$ cat src/rtl/sosd_pkg.sv
package sosd_pkg;

    localparam int MAX_VOXELS    = 262144;
    localparam int VOX_AW        = $clog2(MAX_VOXELS);
    localparam int POS_W         = VOX_AW + 1;
    localparam int MAX_SP        = 16384;
    localparam int SP_AW         = $clog2(MAX_SP);
    localparam int SPC_W         = SP_AW + 1;
    localparam int COORD_BITS    = 10;
    localparam int PT_W          = 3 * COORD_BITS;
    localparam int D2_W          = 22;
    localparam int ROOT_W        = 19;
    localparam int DIST_W        = 27;
    localparam int SUM_W         = 40;
    localparam int CNT_W         = 19;
    localparam int DEN_W         = CNT_W + 1;
    localparam int EXT_W         = 11;
    localparam int VAL_W         = 16;
    localparam int RATIO_W       = 17;
    localparam int CHAIN_CELLS   = 8;
    localparam int SHIFT_CNT_W   = $clog2(CHAIN_CELLS + 1);
    localparam int DRAIN_CYCLES  = CHAIN_CELLS + 3;
    localparam int DRAIN_W       = $clog2(DRAIN_CYCLES + 1);

    // configuration register indexes
    localparam logic [2:0] REG_LABEL  = 3'd0;
    localparam logic [2:0] REG_EXT_X  = 3'd1;
    localparam logic [2:0] REG_EXT_Y  = 3'd2;
    localparam logic [2:0] REG_EXT_Z  = 3'd3;
    localparam logic [2:0] REG_THREE_D = 3'd4;

    // one step of the distance chain: a held point, its running minimum and a passing point
    typedef struct packed {
        logic              av;
        logic [PT_W-1:0]   a;
        logic [D2_W-1:0]   md;
        logic              bv;
        logic [PT_W-1:0]   b;
    } link_t;

    typedef enum logic [3:0] {
        ST_IDLE,
        ST_SCAN,
        ST_DIR,
        ST_LOAD_RD,
        ST_LOAD_SH,
        ST_SQ_START,
        ST_SQ_WAIT,
        ST_NEXT,
        ST_STREAM,
        ST_DRAIN,
        ST_DIV_START,
        ST_DIV_WAIT,
        ST_OUT
    } state_t;

endpackage

$ cat src/rtl/sosd_cell.sv
module sosd_cell
    import sosd_pkg::*;
(
    input  logic  aclk,
    input  logic  aresetn,
    input  logic  shift,
    input  link_t prev,
    output link_t cur
);

    logic              av_reg, bv_reg, dv_reg;
    logic [PT_W-1:0]   a_reg, b_reg;
    logic [D2_W-1:0]   md_reg, d2_reg, d2_next;
    logic [COORD_BITS-1:0] pa, pb, dd;
    logic [2*COORD_BITS-1:0] sq;

    always_comb begin
        d2_next = '0;
        for (int k = 0; k < 3; k++) begin
            pa = a_reg[k*COORD_BITS +: COORD_BITS];
            pb = b_reg[k*COORD_BITS +: COORD_BITS];
            dd = (pa > pb) ? pa - pb : pb - pa;
            sq = dd * dd;
            d2_next = d2_next + D2_W'(sq);
        end
    end

    always_ff @(posedge aclk) begin
        if (!aresetn) begin
            av_reg <= 1'b0;
            bv_reg <= 1'b0;
            dv_reg <= 1'b0;
        end else begin
            bv_reg <= prev.bv;
            dv_reg <= bv_reg;
            if (shift) begin
                av_reg <= prev.av;
            end
        end
    end

    always_ff @(posedge aclk) begin
        b_reg  <= prev.b;
        d2_reg <= d2_next;
        if (shift) begin
            a_reg  <= prev.a;
            md_reg <= prev.md;
        end else if (dv_reg && (d2_reg < md_reg)) begin
            md_reg <= d2_reg;
        end
    end

    assign cur = '{av: av_reg, a: a_reg, md: md_reg, bv: bv_reg, b: b_reg};

endmodule

$ cat config.mk
export PLATFORM = sky130hd
export DESIGN_NAME = sosd_cell
export DESIGN_NICKNAME = d
export VERILOG_FILES = /design/src/rtl/sosd_pkg.sv /design/src/rtl/sosd_cell.sv
export SDC_FILE = /design/constraint.sdc
export NUM_CORES = 1
export LEC_CHECK = 0
export CAP_MARGIN = 20
export CORE_MARGIN = 2
export CORE_UTILIZATION = 36
export DETAILED_ROUTE_END_ITERATION = 12
export DONT_BUFFER_PORTS = 1
export PLACE_DENSITY = 0.57
export SYNTH_ARGS = -nofsm -noshare
export SYNTH_HDL_FRONTEND = slang
export SYNTH_SLANG_ARGS = --single-unit
$ cat constraint.sdc
create_clock -name aclk -period 11.7 [get_ports aclk]
set_clock_uncertainty 0.1 [all_clocks]
set_input_delay 0 -clock aclk [delete_from_list [all_inputs] [get_ports aclk]]
set_output_delay 0 -clock aclk [all_outputs]
set_load 0.05 [all_outputs]
# ---- Word-level counts from Yosys, hierarchy flattened
# Index checks and enable logic that the tools add are counted.
dict set report word_totals {
  register_bits 107
  output_inout_bits 84
  elab_cells 29
}
dict set report op_classes {
  addsub 8
  multipliers 3
  order_cmp 4
  n_mux 5
  n_reduce_logical 2
}
# cell n
set op_table {}
lappend op_table {{$mul A10 B10 Y20} 3}
lappend op_table {{$sub A10 B10 Y10} 6}
lappend op_table {{$mux W22} 2}
lappend op_table {{$gt A10 B10 Y1} 3}
lappend op_table {{$mux W10} 3}
lappend op_table {{$add A21 B20 Y22} 1}
lappend op_table {{$lt A22 B22 Y1} 1}
lappend op_table {{$add A20 B20 Y21} 1}
lappend op_table {{$reduce_bool A2 Y1} 1}
lappend op_table {{$logic_and A1 B1 Y1} 1}

# ---- Longest topological paths before layout
# Gate-level depths: netlist of run 1.
dict set report depth {
  ltp_word 5
  ltp_mapped 38
  mapped_depth_nobuf 36
}

# ---- Least setup slack after synthesis of run 1
# Ideal clock, no wire load.
dict set report synth_timing {
  kind {flip-flop to flip-flop}
  from {reg b_reg[0]}
  to {reg d2_reg[21]}
  setup_time_ns 0.072
  arrival_time_ns 8.889
  required_ns 11.528
  path_slack_ns 2.639
  stages_incl_launch_ff 35
  n_path_buf 2
  synth_period_minus_slack_ns 9.061
  cell_sequence {dfxtp_1 > ha_1 > inv_1 > fa_1 > a21oi_1 > o21ai_0 > a21o_1 > o21ai_1 > buf_4 > mux2i_1 > xor2_1 > clkbuf_1 > nand2_1 > fa_1 > inv_1 > fa_1 > inv_1 > fa_1 > fa_1 > inv_1 > fa_1 > fa_1 > fa_1 > inv_1 > fa_1 > inv_1 > ha_1 > a21oi_1 > o21ai_0 > a21oi_1 > o21ai_0 > a221o_1 > a221o_1 > a21oi_1 > xnor2_1}
}
dict set report synth_between {
  elab_chain_len 5
  word_cells_on_any_way 7
  classes_between {4 x add/sub; 1 x mul; 1 x order compare; 1 x mux}
}
# element line
set synth_lines {}
lappend synth_lines {{start, declared} sosd_cell.sv:12} ;# logic [PT_W-1:0] a_reg, b_reg;
lappend synth_lines {{start signal, assigned} sosd_cell.sv:43} ;# b_reg <= prev.b;
lappend synth_lines {{$sub A10 B10 Y10 / $gt A10 B10 Y1 (equally long branches)} sosd_cell.sv:22} ;# dd = (pa > pb) ? pa - pb : pb - pa;
lappend synth_lines {{$mux W10 (*)} sosd_cell.sv:22}
lappend synth_lines {{$mul A10 B10 Y20 (*)} sosd_cell.sv:23} ;# sq = dd * dd;
lappend synth_lines {{$add A20 B20 Y21 (*)} sosd_cell.sv:24} ;# d2_next = d2_next + D2_W'(sq);
lappend synth_lines {{$add A21 B20 Y22 (*)} sosd_cell.sv:24}
lappend synth_lines {{via d2_next[21]} sosd_cell.sv:13} ;# logic [D2_W-1:0] md_reg, d2_reg, d2_next;
lappend synth_lines {{end signal, assigned} sosd_cell.sv:44} ;# d2_reg <= d2_next;
lappend synth_lines {{end, declared} sosd_cell.sv:13}
# The timed path passes the listed nets; every way through them passes the cells marked *.
# A chain may end at the register's enable or synchronous reset.

# ---- Final worst setup path of run 1
# Ends and elaborated chain as after synthesis.

==> reports/qor.yml, run 1 <==
outcome:
  outcome: "completed"
cells_and_area:
  nFillCells: 3878
  nets: 2083
  fin_util_pct: 41.08
  multi_input_area_um2: 10170
  syn2layout_area_growth_pct: 12.18
  diodes: 0
  drive_above_1_share_pct: 6.135
  seq_area_um2: 2663
synth:
  synth_edf_count: 52
  synth-xor-area-share_pct: 3.278
  synthMuxAreaShare_pct: 3.209
  yosysTopAreaCell: "fa_1"
  syn_inst: 1499
  synth_adder_area_share_pct: 47.52
  netlist.area_leader.share_pct: 30.61
  syn_area_per_cell_um2: 9.728
  synth_area_um2: 14580
  ys.flop_type: "dfxtp_1"
  ys_types: 63
  synthSimpleGateAreaFrac_pct: 7.791
  ys_ff_latch: 107
  async_reset_ff_share_pct: 0
  synthTopCellsByArea: "fa_1 (31%), ha_1 (17%), inv_1 (11%)"
  yosysSeqAreaShare_pct: 18.26
  yosysWarningCount: 0
  syn_nets: 2006
  synth_top_family_by_area: "adder cells"
  synth_compound_area_share_pct: 7.876
setup_path:
  critical_path_buf_inv_count: 6
  crit_path_frequent_cell: "fa_1"
  worst_path_largest_cell_delay_ns: 0.81
  cp_top_family: "adder cells"
  crit_required_ns: 11.93
  cp-end-kind: "flip-flop"
  worst-path-max-fanout: 11
  cp.arrival_ns: 10.73
  crit_slowest_cell: "o21ai_1"
  start_kind: "flip-flop"
  critPathKind: "reg -> reg"
timing:
  finalCritPeriodShare_pct: 89.80
  slew_headroom_pct: 30.04
  hold_ws_ns: 0.05284
  hold_viol_final: 0
  rsz0062_at_grt: "no"
  worstMarginPinSlew_ns: 1.042
  timing.final.ws_setup_ns: 1.194
  finalSetupViolCount: 0
  finalSetupTns_ns: 0
  max_freq_ghz: 0.09518
  period_minus_slack_ns: 10.51
  report.final.slew_viol_count: 0
clock_tree:
  cts_setup_buffers: 0
  root_buffer: "clkbuf_16"
  hold_buffers: 87
  cts_resized: 0
  cts_buffers: 9
  clk_path_buf_depth: 2
  clk_latency_ns: 0.39
  cts-htree-levels: 3
  numClockSinks: 107
  cts_tree: "yes"
  clkSlewWorstSetupHoldPaths_ns: 0.08
detailed_routing:
  drtAntennaViolNets: 0
  drtPass1Iterations: 5
  drt-wirelength-per-cell_um: 15.54
  route.detailed.drc: 0
  via_count: 9775
  drt_iter0_drc: 322
  routed_wirelength_mm: 32.73
  vias_per_cell: 4.642
floorplan:
  pin_count: 171
  initial_core_util_pct: 36.62
  fp.dieArea_um2: 42130
  core_area_um2: 39820
  die_w_um: 205.3
  die_height_um: 205.3
  rows: 73
placed_design:
  portBuffers: 0
  place_congestion: 0.8689
  dp_slack_ns: 1.272
  hpwl_mm: 27.37
grt:
  gr-total-overflow: 0
  grt_pass1_wl_mm: 53.14
  antenna_found_initial: 0
  grtUsageTotal_pct: 16.39
  grt_max_degree: 55
  grt_pass1_vias: 10690
hold_path:
  hold_path_class: "in -> reg"
flow_run:
  max_cap_viol_count: 0
final cells by class:
class                      instances  area share, %
timing repair buffer             103          6.165
sequential                       107          16.28
clock buffer                       9          1.377
clock inverter                     7         0.3901
multi-input combinational        937          62.18
inverter                         418          9.592
tap                              525          4.016
synthesized netlist by cell type, types with 10 or more instances:
cell type  count
mux2i_1       16
mux2_2        26
or2_2         22
a21oi_1       59
edfxtp_1      52
and2_1        11
a21o_1        28
buf_2         12
xor2_1        19
ha_1         197
o21bai_1      11
fa_1         223
nor2_1       113
o21ai_0       33
inv_1        417
nand2b_1      10
dfxtp_1       55
clkbuf_1      13
nand2_1       40
xnor2_1       30
worst paths after layout:
path	startpoint	cells after the start	slack [ns]	to
max	b_reg[0]	32	1.19	d2_reg[21]
min	prev[22]	1	0.05	b_reg[22]
max reg2reg	b_reg[0]	32	1.19	d2_reg[21]
min reg2reg	d2_reg[20]	1	0.48	md_reg[20]
cells in the final DEF (no fill, tap or decap), types with 7 or more instances in the layout:
| cell | netlist | routed |
|---|---|---|
| a21o_1 | 28 | 28 |
| a21oi_1 | 59 | 59 |
| and2_1 | 11 | 11 |
| buf_4 | 5 | 16 |
| clkbuf_16 | 0 | 9 |
| dfxtp_1 | 55 | 55 |
| dlygate4sd3_1 | 0 | 86 |
| edfxtp_1 | 52 | 52 |
| fa_1 | 223 | 223 |
| ha_1 | 197 | 197 |
| inv_1 | 417 | 417 |
| mux2_2 | 26 | 26 |
| mux2i_1 | 16 | 16 |
| nand2_1 | 40 | 40 |
| nand2b_1 | 10 | 10 |
| nand3_1 | 8 | 8 |
| nor2_1 | 113 | 113 |
| nor2b_1 | 8 | 8 |
| nor3_1 | 7 | 7 |
| o21ai_0 | 33 | 33 |
| o21bai_1 | 11 | 11 |
| or2_2 | 22 | 22 |
| xnor2_1 | 30 | 30 |
| xor2_1 | 19 | 19 |
per-layer routing:
layer | global-route usage, % | vias up | part of all wire [%]
met3 | 3.643 | 37 | 5.2
met4 | 5.832 | 0 | 2.4
met5 | 0 | - | 0
met2 | 28.13 | 209 | 49
met1 | 20.23 | 4759 | 44
li1 | - | 4770 | -
cells by family after synthesis:
group | after synthesis
buffers and inverters | 455
adders and majority gates | 420
and+or+nand+nor | 243
AOI/OAI and AO/OA | 179
DFF | 107
xor gates and xnor gates | 52
muxes | 43
per-stage QoR:
step,cell area [um^2],instances
after floorplan,14580,1499
after global placement,15170,2002
after detailed placement,15180,2003
after CTS,16360,2106
after global routing,16360,2106
final,16360,2106
Power of run 1 is left out: the tool's default activity adds up to more than one toggle a clock period on the data nets, which glitch-free logic cannot reach.
==> inputs of run 2 (changes only) <==
--- a/config.mk
+++ b/config.mk
@@ -7,10 +7,10 @@
 export LEC_CHECK = 0
 export CAP_MARGIN = 20
 export CORE_MARGIN = 2
-export CORE_UTILIZATION = 36
+export CORE_UTILIZATION = 55
 export DETAILED_ROUTE_END_ITERATION = 12
 export DONT_BUFFER_PORTS = 1
-export PLACE_DENSITY = 0.57
+export PLACE_DENSITY = 0.77
 export SYNTH_ARGS = -nofsm -noshare
 export SYNTH_HDL_FRONTEND = slang
 export SYNTH_SLANG_ARGS = --single-unit
==> run 2 against run 1 <==
Net effect: final cell count decreased by 9.0%; sequential share of layout area increased by 0.21 points; setup slack got worse by 0.17 ns; highest routed layer unchanged.
==> reports/qor.yml, run 2 (synthesis results as in run 1) <==
grt:
  grt_max_degree: 54
  antenna_found_initial: 0
  grt_pass1_vias: 10930
  gr-total-overflow: 0
  grt_pass1_wl_mm: 50.78
  grtUsageTotal_pct: 22.41
floorplan:
  core_area_um2: 26060
  pin_count: 171
  fp.dieArea_um2: 27830
  die_w_um: 166.8
  initial_core_util_pct: 55.96
  die_height_um: 166.8
  rows: 59
clock_tree:
  clk_latency_ns: 0.37
  cts_setup_buffers: 0
  root_buffer: "clkbuf_16"
  numClockSinks: 107
  clkSlewWorstSetupHoldPaths_ns: 0.08
  clk_path_buf_depth: 2
  cts_resized: 0
  cts_tree: "yes"
  cts-htree-levels: 3
  cts_buffers: 9
timing:
  max_freq_ghz: 0.09369
  period_minus_slack_ns: 10.67
  finalCritPeriodShare_pct: 91.22
  slew_headroom_pct: 22.76
  worstMarginPinSlew_ns: 1.155
  finalSetupViolCount: 0
  hold_viol_final: 0
  finalSetupTns_ns: 0
  report.final.slew_viol_count: 0
  rsz0062_at_grt: "no"
setup_path:
  crit_start: "b_reg[11]"
  cp.arrival_ns: 10.86
  worst-path-max-fanout: 14
  r2r-end: "d2_reg[21]"
  crit_required_ns: 11.88
  cp-endpoint: "d2_reg[21]"
  crit_slowest_cell: "xor2_1"
  rr_startpoint: "b_reg[11]"
  critPathKind: "reg -> reg"
  crit_path_frequent_cell: "fa_1"
  worst_path_largest_cell_delay_ns: 0.92
  start_kind: "flip-flop"
  r2r.worst_path.cells: 31
  cp-end-kind: "flip-flop"
  ff2ff_setup_slack_ns: 1.03
cells_and_area:
  multi_input_area_um2: 10170
  drive_above_1_share_pct: 6.135
  seq_area_um2: 2663
  nets: 2083
  nFillCells: 2072
  layout_commonest_cell: "inv_1"
  final_cell_mix: "inv_1 (417), fa_1 (223), ha_1 (197), nor2_1 (113), dlygate4sd3_1 (86)"
  syn2layout_area_growth_pct: 10.75
hold_path:
  hold_path_class: "in -> reg"
outcome:
  outcome: "completed"
detailed_routing:
  drtPass1Iterations: 6
  vias_per_cell: 5.239
  routed_wirelength_mm: 30.12
  drt-wirelength-per-cell_um: 15.71
  drtAntennaViolNets: 0
  route.detailed.drc: 0
  drt_iter0_drc: 450
  via_count: 10040
flow_run:
  max_cap_viol_count: 0
placed_design:
  place_congestion: 0.9184
  portBuffers: 0
  hpwl_mm: 24.67
run 2: critical path: cells and delay by family, from the launching register on:
family | cells | cell delay [ns]
AO/OA/AOI/OAI | 12 | 2.78
XOR/XNOR | 2 | 1.06
adder cells (fa/ha/maj) | 10 | 4.82
buffers and inverters | 5 | 0.39
flip-flops | 1 | 0.72
AND/OR/NAND/NOR | 2 | 0.72
run 2: area by class of cell:
class,instances,area share (%)
inverters,418,9.715
clock inverters,6,0.4338
flip-flops and latches,107,16.49
multi-input cells,937,62.98
clock buffers,10,1.480
well taps,335,2.595
diodes,1,0.01549
repair buffers,103,6.291
run 2: worst min path at each step:
| stage | startpoint | end | slack, ns | cells past startpoint |
|---|---|---|---|---|
| 2_1_floorplan | prev[0] | b_reg[0] | -0.07 | 0 |
| 3_3_place_gp | prev[1] | b_reg[1] | -0.07 | 0 |
| 3_5_place_dp | prev[1] | b_reg[1] | -0.07 | 0 |
| 4_1_cts | prev[5] | b_reg[5] | 0.06 | 1 |
| 5_1_grt | prev[29] | b_reg[29] | 0.08 | 1 |
| 6_report | prev[8] | b_reg[8] | 0.08 | 1 |
run 2: metrics by stage:
step	worst slack (ns)	utilization [%]	instances	cell area (um^2)	hold WS, ns
after global routing	0.4845	61.97	1916	16150	0.07509
after CTS	1.156	61.85	1913	16120	0.06386
after detailed placement	1.179	57.26	1810	14920	-0.07225
after global placement	1.452	57.26	1810	14920	-0.07224
after floorplan	2.639	-	1499	14580	-0.07228
final	1.027	61.98	1917	16150	0.07736
run 2: metal layers:
layer  GRT usage, %  vias to the layer above  share of wire, %
met3          3.779                       47               5.3
met5              0                        -                 0
met2          40.83                      260                53
met4          6.822                        0               2.4
li1               -                     4759                 -
met1          27.10                     4978                39
run 2: what timing repair did:
action	CTS	global route
hold buffers	87	0
hold endpoints to repair	115	0
endpoints found under the setup margin	0	0
Power of run 2 is left out for the same reason.
==> inputs of run 3 (changes only) <==
--- a/config.mk
+++ b/config.mk
@@ -6,11 +6,14 @@
 export NUM_CORES = 1
 export LEC_CHECK = 0
 export CAP_MARGIN = 20
+export CELL_PAD_IN_SITES_DETAIL_PLACEMENT = 0
+export CELL_PAD_IN_SITES_GLOBAL_PLACEMENT = 1
 export CORE_MARGIN = 2
-export CORE_UTILIZATION = 55
+export CORE_UTILIZATION = 52
 export DETAILED_ROUTE_END_ITERATION = 12
 export DONT_BUFFER_PORTS = 1
-export PLACE_DENSITY = 0.77
+export PLACE_DENSITY = 0.9
+export RECOVER_POWER = 100
 export SYNTH_ARGS = -nofsm -noshare
 export SYNTH_HDL_FRONTEND = slang
 export SYNTH_SLANG_ARGS = --single-unit
==> run 3 against run 2 <==
Net effect: global-route usage decreased by 1.3 points; sequential share of layout area about the same; die area is 5.6% higher; count of clock-buffer cells in the layout shrank 1; fmax increased by 1.9%; highest routed layer is now met5; wire length shrank 3.7%; first-iteration DRC count shrank 7.8%; the run now ends with capacitance limit, slew limit left; sequential cell count did not move; via count fell by 1.2%; final cell count grew 2.2%; critical path depth grew 1.
==> reports/qor.yml, run 3 (synthesis results as in run 1) <==
outcome:
  outcome: "finished, violations left"
  violations: "capacitance limit, slew limit"
clock_tree:
  root_buffer: "clkbuf_16"
  cts_buffers: 9
  cts-htree-levels: 3
  clk_latency_ns: 0.38
  cts_tree: "yes"
  cts_resized: 0
  numClockSinks: 107
  clkSlewWorstSetupHoldPaths_ns: 0.08
  clk_path_buf_depth: 2
setup_path:
  r2r-end: "d2_reg[21]"
  critPathKind: "reg -> reg"
  crit_slowest_cell: "o21ai_1"
  critical_path_buf_inv_count: 6
  start_kind: "flip-flop"
  r2r.worst_path.cells: 32
  path_depth: 32
  cp_top_family: "adder cells"
  worst-path-max-fanout: 11
  cp.arrival_ns: 10.68
  crit_required_ns: 11.91
  ff2ff_setup_slack_ns: 1.23
  worst_path_largest_cell_delay_ns: 0.74
  rr_startpoint: "b_reg[0]"
  cp-end-kind: "flip-flop"
  crit_path_frequent_cell: "fa_1"
timing:
  finalSetupViolCount: 0
  hold_viol_final: 0
  finalSetupTns_ns: 0
  period_minus_slack_ns: 10.47
  finalCritPeriodShare_pct: 89.48
  max_freq_ghz: 0.09552
  report.final.slew_viol_count: 54
  slew_headroom_pct: -105.3
  rsz0062_at_grt: "no"
  worstMarginPinSlew_ns: 3.080
floorplan:
  initial_core_util_pct: 52.64
  die_height_um: 171.5
  pin_count: 171
  fp.dieArea_um2: 29400
  core_area_um2: 27710
  rows: 61
  die_w_um: 171.5
detailed_routing:
  vias_per_cell: 5.063
  drt-wirelength-per-cell_um: 14.80
  route.detailed.drc: 0
  via_count: 9923
  drtAntennaViolNets: 0
  drt_iter0_drc: 415
  routed_wirelength_mm: 29.00
  drtPass1Iterations: 5
grt:
  grt_pass1_vias: 10430
  grt_max_degree: 54
  grtUsageTotal_pct: 21.07
  grt_pass1_wl_mm: 48.85
  antenna_found_initial: 1
  gr-total-overflow: 0
hold_path:
  min_from: "shift"
  min_to: "md_reg[16]"
  hold_path_class: "in -> reg"
  hold_depth: 2
cells_and_area:
  layout_commonest_cell: "inv_1"
  syn2layout_area_growth_pct: 10.82
  nFillCells: 2372
  drive_above_1_share_pct: 5.815
  multi_input_area_um2: 10160
  final_cell_mix: "inv_1 (417), fa_1 (223), ha_1 (197), nor2_1 (113), dlygate4sd3_1 (86)"
  nets: 2084
  diodes: 0
  seq_area_um2: 2663
  fin_util_pct: 58.33
placed_design:
  place_congestion: 0.8302
  hpwl_mm: 24.02
  portBuffers: 0
flow_run:
  max_cap_viol_count: 1
==> run 3: cell types whose count changed in the layout (fill, tap and decap cells not counted), sizes merged <==
| cell | previous run | this run |
|---|---|---|
| clkbuf | 10 | 13 |
| clkinv | 5 | 2 |
| diode | 1 | 0 |
| inv | 419 | 422 |
| bufinv | 0 | 1 |
| buf | 17 | 14 |
==> run 3: worst max path at each step <==
| stage | startpoint | slack [ns] | end |
|---|---|---|---|
| final | b_reg[0] | 1.23 | d2_reg[21] |
| after global placement | b_reg[11] | 1.48 | d2_reg[21] |
| after detailed placement | b_reg[11] | 1.30 | d2_reg[21] |
| after CTS | b_reg[11] | 1.25 | d2_reg[21] |
| after floorplan | b_reg[0] | 2.64 | d2_reg[21] |
| after global routing | b_reg[0] | 0.52 | d2_reg[21] |
==> run 3: worst reg2reg max path, delay by kind of cell, from the launching register on <==
family | cells | cell delay (ns)
xor+xnor | 2 | 0.80
fa+ha+maj | 11 | 5.06
mux | 1 | 0.31
compound gates | 11 | 2.90
flops | 1 | 0.68
simple gates | 1 | 0.17
buf+inv | 6 | 0.36
==> run 3: layout make-up <==
cell class | count | share of cell area [%]
Multi-Input combinational cell | 937 | 62.87
Timing Repair Buffer | 104 | 6.070
Clock inverter | 7 | 0.5574
Tap cell | 378 | 2.927
Inverter | 418 | 9.709
Sequential cell | 107 | 16.48
Clock buffer | 9 | 1.394
==> run 3: timing repair <==
item                                   4_1_cts  5_1_grt
setup buffers                                0        0
endpoints found under the hold margin      115        0
hold buffers                                87        0
==> run 3: metrics by stage <==
| stage | area (um^2) | hold WS [ns] | instances | setup slack (ns) |
|---|---|---|---|---|
| after floorplan | 14580 | -0.07228 | 1499 | 2.639 |
| after global placement | 14980 | -0.07224 | 1854 | 1.478 |
| after detailed placement | 14980 | -0.07225 | 1854 | 1.296 |
| after CTS | 16190 | 0.04984 | 1957 | 1.253 |
| after global routing | 16160 | 0.05415 | 1960 | 0.5180 |
| final | 16160 | 0.05564 | 1960 | 1.231 |
==> run 3: per-layer routing <==
layer	GRT usage, %	up-vias	part of all wire [%]
met1	25.94	4922	41
met4	5.195	2	1.4
met2	38.14	202	53
met5	0	-	0.045
li1	-	4771	-
met3	3.843	26	4.8
Power of run 3 is left out for the same reason.
